<file path="config.mk">
export PLATFORM = sky130hd
export DESIGN_NAME = event_notify_ring_queue
export DESIGN_NICKNAME = d
export VERILOG_FILES = /design/src/rtl/enrq_pkg.sv /design/src/rtl/enrq_front.sv /design/src/rtl/enrq_cmdq.sv /design/src/rtl/enrq_back.sv /design/src/rtl/event_notify_ring_queue.sv
export SDC_FILE = /design/constraint.sdc
export NUM_CORES = 1
export LEC_CHECK = 0
export ABC_AREA = 1
export BUFFER_PORTS_ARGS = -buffer_cell sky130_fd_sc_hd__buf_2
export CAP_MARGIN = 10
export CORE_UTILIZATION = 47
export DETAILED_ROUTE_END_ITERATION = 8
export GPL_ROUTABILITY_DRIVEN = 0
export SLEW_MARGIN = 25
export SYNTH_ARGS = -nofsm -noshare
export SYNTH_HDL_FRONTEND = slang
export SYNTH_SLANG_ARGS = --single-unit
</file>
<file path="constraint.sdc">
create_clock -name clk -period 4.1 [get_ports clk]
set_input_delay 0.615 -clock clk [delete_from_list [all_inputs] [get_ports clk]]
set_output_delay 0.615 -clock clk [all_outputs]
set_load 0.005 [all_outputs]
</file>
<file path="src/rtl/enrq_pkg.sv">
// shared types and constants for the event notification ring queue
// no dependencies; imported by every module of the block
package enrq_pkg;

    localparam int QUEUE_DEPTH = 16;
    localparam int PTR_W       = $clog2(QUEUE_DEPTH);
    localparam int CNT_W       = $clog2(QUEUE_DEPTH + 1);

    localparam logic [PTR_W-1:0] PTR_LAST  = PTR_W'(QUEUE_DEPTH - 1);
    localparam logic [CNT_W-1:0] CNT_FULL  = CNT_W'(QUEUE_DEPTH);
    localparam logic [CNT_W-1:0] CNT_ONE   = CNT_W'(1);

    // command queue between front and back
    localparam int CMDQ_DEPTH = 2;
    localparam int CMDQ_PTR_W = $clog2(CMDQ_DEPTH);
    localparam int CMDQ_CNT_W = $clog2(CMDQ_DEPTH + 1);

    // configuration port
    localparam int                  CFG_IDX_W     = 2;
    localparam logic [CFG_IDX_W-1:0] CFG_WIN_LOW  = 2'd0;
    localparam logic [CFG_IDX_W-1:0] CFG_WIN_HIGH = 2'd1;
    localparam logic [15:0]          WIN_LOW_RST  = 16'd3000;
    localparam logic [15:0]          WIN_HIGH_RST = 16'd5000;

    // host commands
    localparam logic [1:0] CMD_INSERT = 2'd0;
    localparam logic [1:0] CMD_FETCH  = 2'd1;
    localparam logic [1:0] CMD_SET    = 2'd2;
    localparam logic [1:0] CMD_READ   = 2'd3;

    // reply kinds and insert status codes
    localparam logic       KIND_STATUS = 1'b0;
    localparam logic       KIND_BYTE   = 1'b1;
    localparam logic [7:0] STATUS_OK   = 8'd0;
    localparam logic [7:0] STATUS_REJ  = 8'd1;

    typedef enum logic [1:0] {
        OP_INS_OK,
        OP_INS_REJ,
        OP_FETCH,
        OP_READ
    } op_t;

    typedef struct packed {
        op_t         op;
        logic [15:0] data;
    } cmd_entry_t;

    typedef enum logic [1:0] {
        B_IDLE,
        B_RD,
        B_EMIT
    } back_state_t;

endpackage

</file>
<file path="src/rtl/enrq_front.sv">
// front end: takes host requests, checks insert rules, keeps ready flag and window
// depends on enrq_pkg; feeds enrq_cmdq
module enrq_front (
    input  logic                          clk,
    input  logic                          rst_n,
    input  logic                          in_valid,
    output logic                          in_stall,
    input  logic [1:0]                    command,
    input  logic [7:0]                    event_class,
    input  logic [7:0]                    event_id,
    input  logic [15:0]                   power_state,
    input  logic [7:0]                    ready_value,
    input  logic                          cfg_valid,
    output logic                          cfg_ready,
    input  logic [enrq_pkg::CFG_IDX_W-1:0] cfg_index,
    input  logic [15:0]                   cfg_data,
    input  logic                          q_full,
    output logic                          push,
    output enrq_pkg::cmd_entry_t          push_entry
);
    import enrq_pkg::*;

    logic [15:0] win_low_reg, win_low_next;
    logic [15:0] win_high_reg, win_high_next;
    logic        ready_reg, ready_next;
    logic        accept;
    logic        insert_ok;

    assign in_stall  = q_full;
    assign cfg_ready = 1'b1;
    assign accept    = in_valid && !q_full;
    assign insert_ok = (power_state >= win_low_reg) && (power_state <= win_high_reg)
                       && ready_reg && (event_class != 8'd0);

    always_comb
    begin
        win_low_next    = win_low_reg;
        win_high_next   = win_high_reg;
        ready_next      = ready_reg;
        push            = 1'b0;
        push_entry.op   = OP_FETCH;
        push_entry.data = {event_class, event_id};
        if (cfg_valid)
        begin
            case (cfg_index)
                CFG_WIN_LOW:  win_low_next  = cfg_data;
                CFG_WIN_HIGH: win_high_next = cfg_data;
                default:      ;
            endcase
        end
        if (accept)
        begin
            case (command)
                CMD_INSERT:
                begin
                    push          = 1'b1;
                    push_entry.op = insert_ok ? OP_INS_OK : OP_INS_REJ;
                end
                CMD_FETCH:
                begin
                    push          = 1'b1;
                    push_entry.op = OP_FETCH;
                end
                CMD_SET:
                begin
                    // other values leave the flag alone
                    if (ready_value == 8'd0)
                        ready_next = 1'b0;
                    else if (ready_value == 8'd1)
                        ready_next = 1'b1;
                end
                CMD_READ:
                begin
                    push            = 1'b1;
                    push_entry.op   = OP_READ;
                    push_entry.data = {15'd0, ready_reg};
                end
                default: ;
            endcase
        end
    end

    always_ff @(posedge clk or negedge rst_n)
    begin
        if (!rst_n)
        begin
            win_low_reg  <= WIN_LOW_RST;
            win_high_reg <= WIN_HIGH_RST;
            ready_reg    <= 1'b0;
        end
        else
        begin
            win_low_reg  <= win_low_next;
            win_high_reg <= win_high_next;
            ready_reg    <= ready_next;
        end
    end

endmodule

</file>
<file path="src/rtl/enrq_cmdq.sv">
// short command queue between front and back end
// depends on enrq_pkg
module enrq_cmdq (
    input  logic                 clk,
    input  logic                 rst_n,
    input  logic                 push,
    input  enrq_pkg::cmd_entry_t push_entry,
    output logic                 q_full,
    output logic                 q_valid,
    output enrq_pkg::cmd_entry_t q_entry,
    input  logic                 pop
);
    import enrq_pkg::*;

    cmd_entry_t                  slot_reg [CMDQ_DEPTH];
    logic [CMDQ_PTR_W-1:0]       wr_reg, wr_next;
    logic [CMDQ_PTR_W-1:0]       rd_reg, rd_next;
    logic [CMDQ_CNT_W-1:0]       cnt_reg, cnt_next;
    logic                        do_pop;

    assign q_full  = (cnt_reg == CMDQ_CNT_W'(CMDQ_DEPTH));
    assign q_valid = (cnt_reg != '0);
    assign q_entry = slot_reg[rd_reg];
    assign do_pop  = pop && q_valid;

    always_comb
    begin
        wr_next  = wr_reg;
        rd_next  = rd_reg;
        cnt_next = cnt_reg;
        if (push)
            wr_next = (wr_reg == CMDQ_PTR_W'(CMDQ_DEPTH - 1)) ? '0 : wr_reg + 1'b1;
        if (do_pop)
            rd_next = (rd_reg == CMDQ_PTR_W'(CMDQ_DEPTH - 1)) ? '0 : rd_reg + 1'b1;
        if (push && !do_pop)
            cnt_next = cnt_reg + 1'b1;
        else if (!push && do_pop)
            cnt_next = cnt_reg - 1'b1;
    end

    always_ff @(posedge clk)
    begin
        if (push)
            slot_reg[wr_reg] <= push_entry;
    end

    always_ff @(posedge clk or negedge rst_n)
    begin
        if (!rst_n)
        begin
            wr_reg  <= '0;
            rd_reg  <= '0;
            cnt_reg <= '0;
        end
        else
        begin
            wr_reg  <= wr_next;
            rd_reg  <= rd_next;
            cnt_reg <= cnt_next;
        end
    end

endmodule

</file>
<file path="src/rtl/enrq_back.sv">
// back end: event ring storage, pointers, interrupt line and reply sequencing
// depends on enrq_pkg; drains enrq_cmdq
module enrq_back (
    input  logic                 clk,
    input  logic                 rst_n,
    input  logic                 q_valid,
    input  enrq_pkg::cmd_entry_t q_entry,
    output logic                 pop,
    output logic                 out_valid,
    input  logic                 out_stall,
    output logic                 reply_kind,
    output logic [7:0]           reply_data,
    output logic                 last_byte,
    output logic                 irq_level
);
    import enrq_pkg::*;

    logic [15:0]      mem [QUEUE_DEPTH];
    logic [15:0]      rdata_reg;
    logic             mem_we;

    back_state_t      state_reg, state_next;
    logic [PTR_W-1:0] wp_reg, wp_next;
    logic [PTR_W-1:0] rp_reg, rp_next;
    logic [CNT_W-1:0] count_reg, count_next;
    logic             irq_reg, irq_next;
    logic             empty_reg, empty_next;
    logic [7:0]       hold_a_reg, hold_a_next;
    logic [7:0]       hold_b_reg, hold_b_next;
    logic [1:0]       left_reg, left_next;

    logic             out_valid_reg, out_valid_next;
    logic             kind_reg, kind_next;
    logic [7:0]       data_reg, data_next;
    logic             last_reg, last_next;
    logic             oirq_reg, oirq_next;

    logic             can_load;
    logic [15:0]      value;

    assign out_valid  = out_valid_reg;
    assign reply_kind = kind_reg;
    assign reply_data = data_reg;
    assign last_byte  = last_reg;
    assign irq_level  = oirq_reg;

    assign can_load = !out_valid_reg || !out_stall;
    assign value    = empty_reg ? 16'd0 : rdata_reg;

    always_comb
    begin
        state_next     = state_reg;
        wp_next        = wp_reg;
        rp_next        = rp_reg;
        count_next     = count_reg;
        irq_next       = irq_reg;
        empty_next     = empty_reg;
        hold_a_next    = hold_a_reg;
        hold_b_next    = hold_b_reg;
        left_next      = left_reg;
        out_valid_next = out_valid_reg && out_stall;
        kind_next      = kind_reg;
        data_next      = data_reg;
        last_next      = last_reg;
        oirq_next      = oirq_reg;
        pop            = 1'b0;
        mem_we         = 1'b0;
        case (state_reg)
            B_IDLE:
            begin
                if (q_valid && can_load)
                begin
                    pop = 1'b1;
                    case (q_entry.op)
                        OP_INS_OK:
                        begin
                            mem_we = 1'b1;
                            // full ring: oldest entry is overwritten
                            if (count_reg == CNT_FULL)
                                rp_next = (rp_reg == PTR_LAST) ? '0 : rp_reg + 1'b1;
                            else
                                count_next = count_reg + 1'b1;
                            wp_next        = (wp_reg == PTR_LAST) ? '0 : wp_reg + 1'b1;
                            irq_next       = 1'b1;
                            out_valid_next = 1'b1;
                            kind_next      = KIND_STATUS;
                            data_next      = STATUS_OK;
                            last_next      = 1'b1;
                            oirq_next      = 1'b1;
                        end
                        OP_INS_REJ:
                        begin
                            out_valid_next = 1'b1;
                            kind_next      = KIND_STATUS;
                            data_next      = STATUS_REJ;
                            last_next      = 1'b1;
                            oirq_next      = irq_reg;
                        end
                        OP_READ:
                        begin
                            out_valid_next = 1'b1;
                            kind_next      = KIND_BYTE;
                            data_next      = q_entry.data[7:0];
                            last_next      = 1'b0;
                            oirq_next      = irq_reg;
                            hold_a_next    = q_entry.data[7:0];
                            left_next      = 2'd1;
                            state_next     = B_EMIT;
                        end
                        OP_FETCH:
                        begin
                            // ring read is issued this cycle, data arrives in B_RD
                            empty_next = (count_reg == '0);
                            if (count_reg != '0)
                            begin
                                rp_next    = (rp_reg == PTR_LAST) ? '0 : rp_reg + 1'b1;
                                count_next = count_reg - 1'b1;
                                if (count_reg == CNT_ONE)
                                    irq_next = 1'b0;
                            end
                            state_next = B_RD;
                        end
                        default: ;
                    endcase
                end
            end
            B_RD:
            begin
                if (can_load)
                begin
                    out_valid_next = 1'b1;
                    kind_next      = KIND_BYTE;
                    data_next      = value[15:8];
                    last_next      = 1'b0;
                    oirq_next      = irq_reg;
                    hold_a_next    = value[7:0];
                    hold_b_next    = value[15:8] ^ value[7:0];
                    left_next      = 2'd2;
                    state_next     = B_EMIT;
                end
            end
            B_EMIT:
            begin
                if (can_load)
                begin
                    out_valid_next = 1'b1;
                    kind_next      = KIND_BYTE;
                    data_next      = hold_a_reg;
                    last_next      = (left_reg == 2'd1);
                    oirq_next      = irq_reg;
                    hold_a_next    = hold_b_reg;
                    left_next      = left_reg - 1'b1;
                    if (left_reg == 2'd1)
                        state_next = B_IDLE;
                end
            end
            default: state_next = B_IDLE;
        endcase
    end

    always_ff @(posedge clk)
    begin
        if (mem_we)
            mem[wp_reg] <= q_entry.data;
        if (state_reg == B_IDLE)
            rdata_reg <= mem[rp_reg];
    end

    always_ff @(posedge clk or negedge rst_n)
    begin
        if (!rst_n)
        begin
            state_reg     <= B_IDLE;
            wp_reg        <= '0;
            rp_reg        <= '0;
            count_reg     <= '0;
            irq_reg       <= 1'b0;
            out_valid_reg <= 1'b0;
        end
        else
        begin
            state_reg     <= state_next;
            wp_reg        <= wp_next;
            rp_reg        <= rp_next;
            count_reg     <= count_next;
            irq_reg       <= irq_next;
            out_valid_reg <= out_valid_next;
        end
    end

    always_ff @(posedge clk)
    begin
        empty_reg  <= empty_next;
        hold_a_reg <= hold_a_next;
        hold_b_reg <= hold_b_next;
        left_reg   <= left_next;
        kind_reg   <= kind_next;
        data_reg   <= data_next;
        last_reg   <= last_next;
        oirq_reg   <= oirq_next;
    end

endmodule

</file>
<file path="src/rtl/event_notify_ring_queue.sv">
// event notification ring queue: top level
// depends on enrq_pkg, enrq_front, enrq_cmdq, enrq_back
//
// usage:
//   request channel (in_valid/in_stall) carries command, event_class, event_id,
//   power_state and ready_value; a request is taken when in_valid is high and
//   in_stall is low. reply channel (out_valid/out_stall) returns reply_kind,
//   reply_data, last_byte and irq_level; a byte is taken when out_stall is low.
//   config port (cfg_valid/cfg_ready, cfg_index, cfg_data) sets the power state
//   window; cfg_ready is always high. write it only while the block is idle.
// command flow:
//   the front classifies a request in the cycle it is taken and queues it in a
//   two-entry command queue. the back end runs one command at a time: insert
//   returns one status byte, read flag two bytes, fetch a ring read and three reply
//   bytes, all through the single output register. set ready flag gives no reply
//   and takes effect at once; a request waits in the command queue before its reply.
// reset: ring empty, pointers zero, ready flag and irq_reg low, window 3000..5000.
// stall: a stalled reply holds; the back end waits, the command queue fills
//   and in_stall rises once both queue entries are taken.
module event_notify_ring_queue (
    input  logic                           clk,
    input  logic                           rst_n,
    input  logic                           in_valid,
    output logic                           in_stall,
    input  logic [1:0]                     command,
    input  logic [7:0]                     event_class,
    input  logic [7:0]                     event_id,
    input  logic [15:0]                    power_state,
    input  logic [7:0]                     ready_value,
    output logic                           out_valid,
    input  logic                           out_stall,
    output logic                           reply_kind,
    output logic [7:0]                     reply_data,
    output logic                           last_byte,
    output logic                           irq_level,
    input  logic                           cfg_valid,
    output logic                           cfg_ready,
    input  logic [enrq_pkg::CFG_IDX_W-1:0] cfg_index,
    input  logic [15:0]                    cfg_data
);
    import enrq_pkg::*;

    logic       q_full;
    logic       push;
    cmd_entry_t push_entry;
    logic       q_valid;
    cmd_entry_t q_entry;
    logic       pop;

    enrq_front u_front (
        .clk         (clk),
        .rst_n       (rst_n),
        .in_valid    (in_valid),
        .in_stall    (in_stall),
        .command     (command),
        .event_class (event_class),
        .event_id    (event_id),
        .power_state (power_state),
        .ready_value (ready_value),
        .cfg_valid   (cfg_valid),
        .cfg_ready   (cfg_ready),
        .cfg_index   (cfg_index),
        .cfg_data    (cfg_data),
        .q_full      (q_full),
        .push        (push),
        .push_entry  (push_entry)
    );

    enrq_cmdq u_cmdq (
        .clk        (clk),
        .rst_n      (rst_n),
        .push       (push),
        .push_entry (push_entry),
        .q_full     (q_full),
        .q_valid    (q_valid),
        .q_entry    (q_entry),
        .pop        (pop)
    );

    enrq_back u_back (
        .clk        (clk),
        .rst_n      (rst_n),
        .q_valid    (q_valid),
        .q_entry    (q_entry),
        .pop        (pop),
        .out_valid  (out_valid),
        .out_stall  (out_stall),
        .reply_kind (reply_kind),
        .reply_data (reply_data),
        .last_byte  (last_byte),
        .irq_level  (irq_level)
    );

endmodule
</file>
==> metrics <==
Final Max Slew Viols 0; worst slack at placement 1100 ps; WL per Instance 18.8 um; fraction of layout cells with a size suffix above 1 0.146; Max IR drop VDD 714 uV; top-count cell post-synth edfxtp_1; Starting Density 0.482; top-level port count 79; root buf cell clkbuf_16; n_diodes 0; Net Count, Synth 1533; distinct cell type count after synthesis 45; Slew headroom 0.325; worst hold path class primary input to async pin; Syn Inst Count 1416; synthesized cell area 16800 um2; R2R Path Start u_back.state_reg[0]$_DFFE_PN0P_; DR vias 10600; Num CTS Buffers 42; final setup fails 0; CP Data Required Time 4250 ps; Arrival @ worst endpoint 2870 ps; Final min period 2720 ps; drt total wl 37300 um; initial antenna violation count 0; Die Y 191 um; Layout Skew 10.4 ps; Critical Path Fanout Max 16; hold_buf cts 0; core area 34900 um2; final hold vios 0; cts repair resizes 0; leakage power 0.00726 uW; Worst-Skew Late Latency 540 ps; Reg2Reg Depth 8; I/O Buffers 77; CTS max path bufs 3; H-tree depth 2; status completed; post-layout net count 1612; number of antenna-violating nets in the routed design 0; Post-synth EDFFs 338; worst setup margin 1380 ps; Syn. warnings 0; number of global-route vias before repair 10500; area leader, netlist edfxtp_1; R2R setup slack 1380 ps; f_max 368 MHz; drt initial violations 947; clock sinks 392; fin crit share 0.662; Vias/cell 5.37; router iterations before antenna repair 5; sequential-to-total area share from yosys stat 0.685; asr flop ratio synth 0.138; Synth top area share 0.604; Top FF cell, synth edfxtp_1; Post-synth top cells 338 x edfxtp_1, 257 x nand2_1, 139 x o21ai_0, 124 x nor2_1, 123 x inv_1; placed wire-length estimate 24200 um; largest net degree at the start of global routing 130; CP Launch Type flop; width of the die 191 um; RSZ-0062 raised after global routing no; num rows 68; Crit. End Element flop; FF+latch count, synth 392; max cap viols 0; Die Footprint 36500 um2; Setup Buffers After CTS 0; pwr dens 712 nW/um2; first-pass GRT wire length 58900 um; r2r endpoint u_back.mem[1][5]$_DFFE_PP_; Worst Path Class, Setup flop to flop; CTS tree yes; Worst-Margin Slew 1010 ps; Mean Syn Cell Area 11.9 um2; total negative slack 0 ps; Area Overhead vs Synth 13.3%; largest cells by area after synthesis edfxtp_1 60%, dfrtp_1 6.3%, nand2_1 5.7%, o21ai_0 4.1%, ha_1 3.9%; GRT Overall Usage 0.212; DRC viols 0; Clock transition at path regs 60 ps; max reg flops 256; GRT overflow 0
[cells by family (layout without fill, tap and decap cells)]
logic type	Yosys count	in the layout	synth area share
DFF	392	392	0.685
and+or+nand+nor	467	467	0.117
AOI/OAI and AO/OA	294	294	0.103
adders and majority gates	52	52	0.0387
xor gates and xnor gates	17	17	0.00885
muxes	2	2	0.00134
buffers and inverters	191	302	0.0464
other	1	1	0.000223
[where the power goes]
part / internal, uW / switching, uW / leakage, uW
logic: 1150 / 3100 / 0.00289
registers: 5450 / 229 / 0.00372
clock network: 2120 / 1520 / 0.000652
[layout make-up]
cell class / instances / area [um2]
Clock inverter: 19 / 129
Timing Repair Buffer: 97 / 581
Multi-Input combinational cell: 833 / 4560
Clock buffer: 57 / 1200
Fill cell: 2987 / 15800
Sequential cell: 392 / 11500
Inverter: 129 / 490
Tap cell: 455 / 569
[worst max-delay path, stage by stage (launching register included)]
cell and delay [ps]:
dfrtp_1 400, inv_1 100, ha_1 170, inv_1 90, nor2_4 170, nand2_2 100
nor2_4 290, nand2_1 260, nor2_2 740
[worst max path at each step]
stage | startpoint | end | cells after the start
floorplan | u_back.state_reg[0]$_DFFE_PN0P_ | u_back.mem[0][0]$_DFFE_PP_ | 8
global placement | out_stall | u_back.mem[6][2]$_DFFE_PP_ | 8
detailed placement | out_stall | u_back.mem[12][3]$_DFFE_PP_ | 8
CTS | u_back.state_reg[0]$_DFFE_PN0P_ | u_back.mem[12][2]$_DFFE_PP_ | 8
global route | u_back.state_reg[0]$_DFFE_PN0P_ | u_back.mem[13][10]$_DFFE_PP_ | 8
finish | u_back.state_reg[0]$_DFFE_PN0P_ | u_back.mem[1][5]$_DFFE_PP_ | 8
[stage by stage]
stage	std cells	area [um2]	utilization	hold slack, ps	total power [uW]
6_report	1982	19100	0.546	171	13600
5_1_grt	1982	19100	0.546	221	14400
4_1_cts	1982	19100	0.546	202	13700
3_5_place_dp	1906	17700	0.508	473	10000
3_3_place_gp	1905	17700	0.508	469	9990
2_1_floorplan	1416	16800	-	319	8500
[metal layers]
| metal | up-vias | track usage | wire, um |
|---|---|---|---|
| li1 | 5157 | - | - |
| met1 | 5154 | 0.290 | 16700 |
| met2 | 274 | 0.353 | 18000 |
| met3 | 50 | 0.0310 | 1860 |
| met4 | 0 | 0.0601 | 760 |
| met5 | - | 0 | 0 |
[cells in the final DEF, fill, tap and decap left out, types with 3 or more instances in the layout]
| cell | netlist | routed |
|---|---|---|
| clkinv_2 | 1 | 7 |
| nor2_2 | 1 | 17 |
| ha_1 | 52 | 52 |
| nand2_2 | 5 | 6 |
| nand2_1 | 257 | 256 |
| clkbuf_1 | 38 | 9 |
| dfrtp_1 | 42 | 41 |
| nor2_1 | 124 | 108 |
| nand2_4 | 4 | 4 |
| a21oi_1 | 63 | 63 |
| xor2_1 | 14 | 14 |
| or2_2 | 10 | 10 |
| clkbuf_16 | 0 | 45 |
| clkinv_4 | 0 | 3 |
| nand3_1 | 37 | 37 |
| buf_4 | 6 | 16 |
| edfxtp_1 | 338 | 338 |
| dfstp_2 | 12 | 12 |
| buf_12 | 0 | 3 |
| clkbuf_8 | 0 | 3 |
| a221oi_1 | 21 | 21 |
| o21ai_1 | 9 | 9 |
| xnor2_1 | 3 | 3 |
| o21bai_1 | 3 | 3 |
| o22ai_1 | 21 | 21 |
| nor4_1 | 3 | 3 |
| nand4_1 | 18 | 18 |
| buf_2 | 15 | 77 |
| clkinv_1 | 1 | 8 |
| o221ai_1 | 20 | 20 |
| o211ai_1 | 10 | 10 |
| o21ai_0 | 139 | 139 |
| inv_1 | 123 | 123 |
| nor3_1 | 3 | 3 |
(Power assumes the default switching activity.)
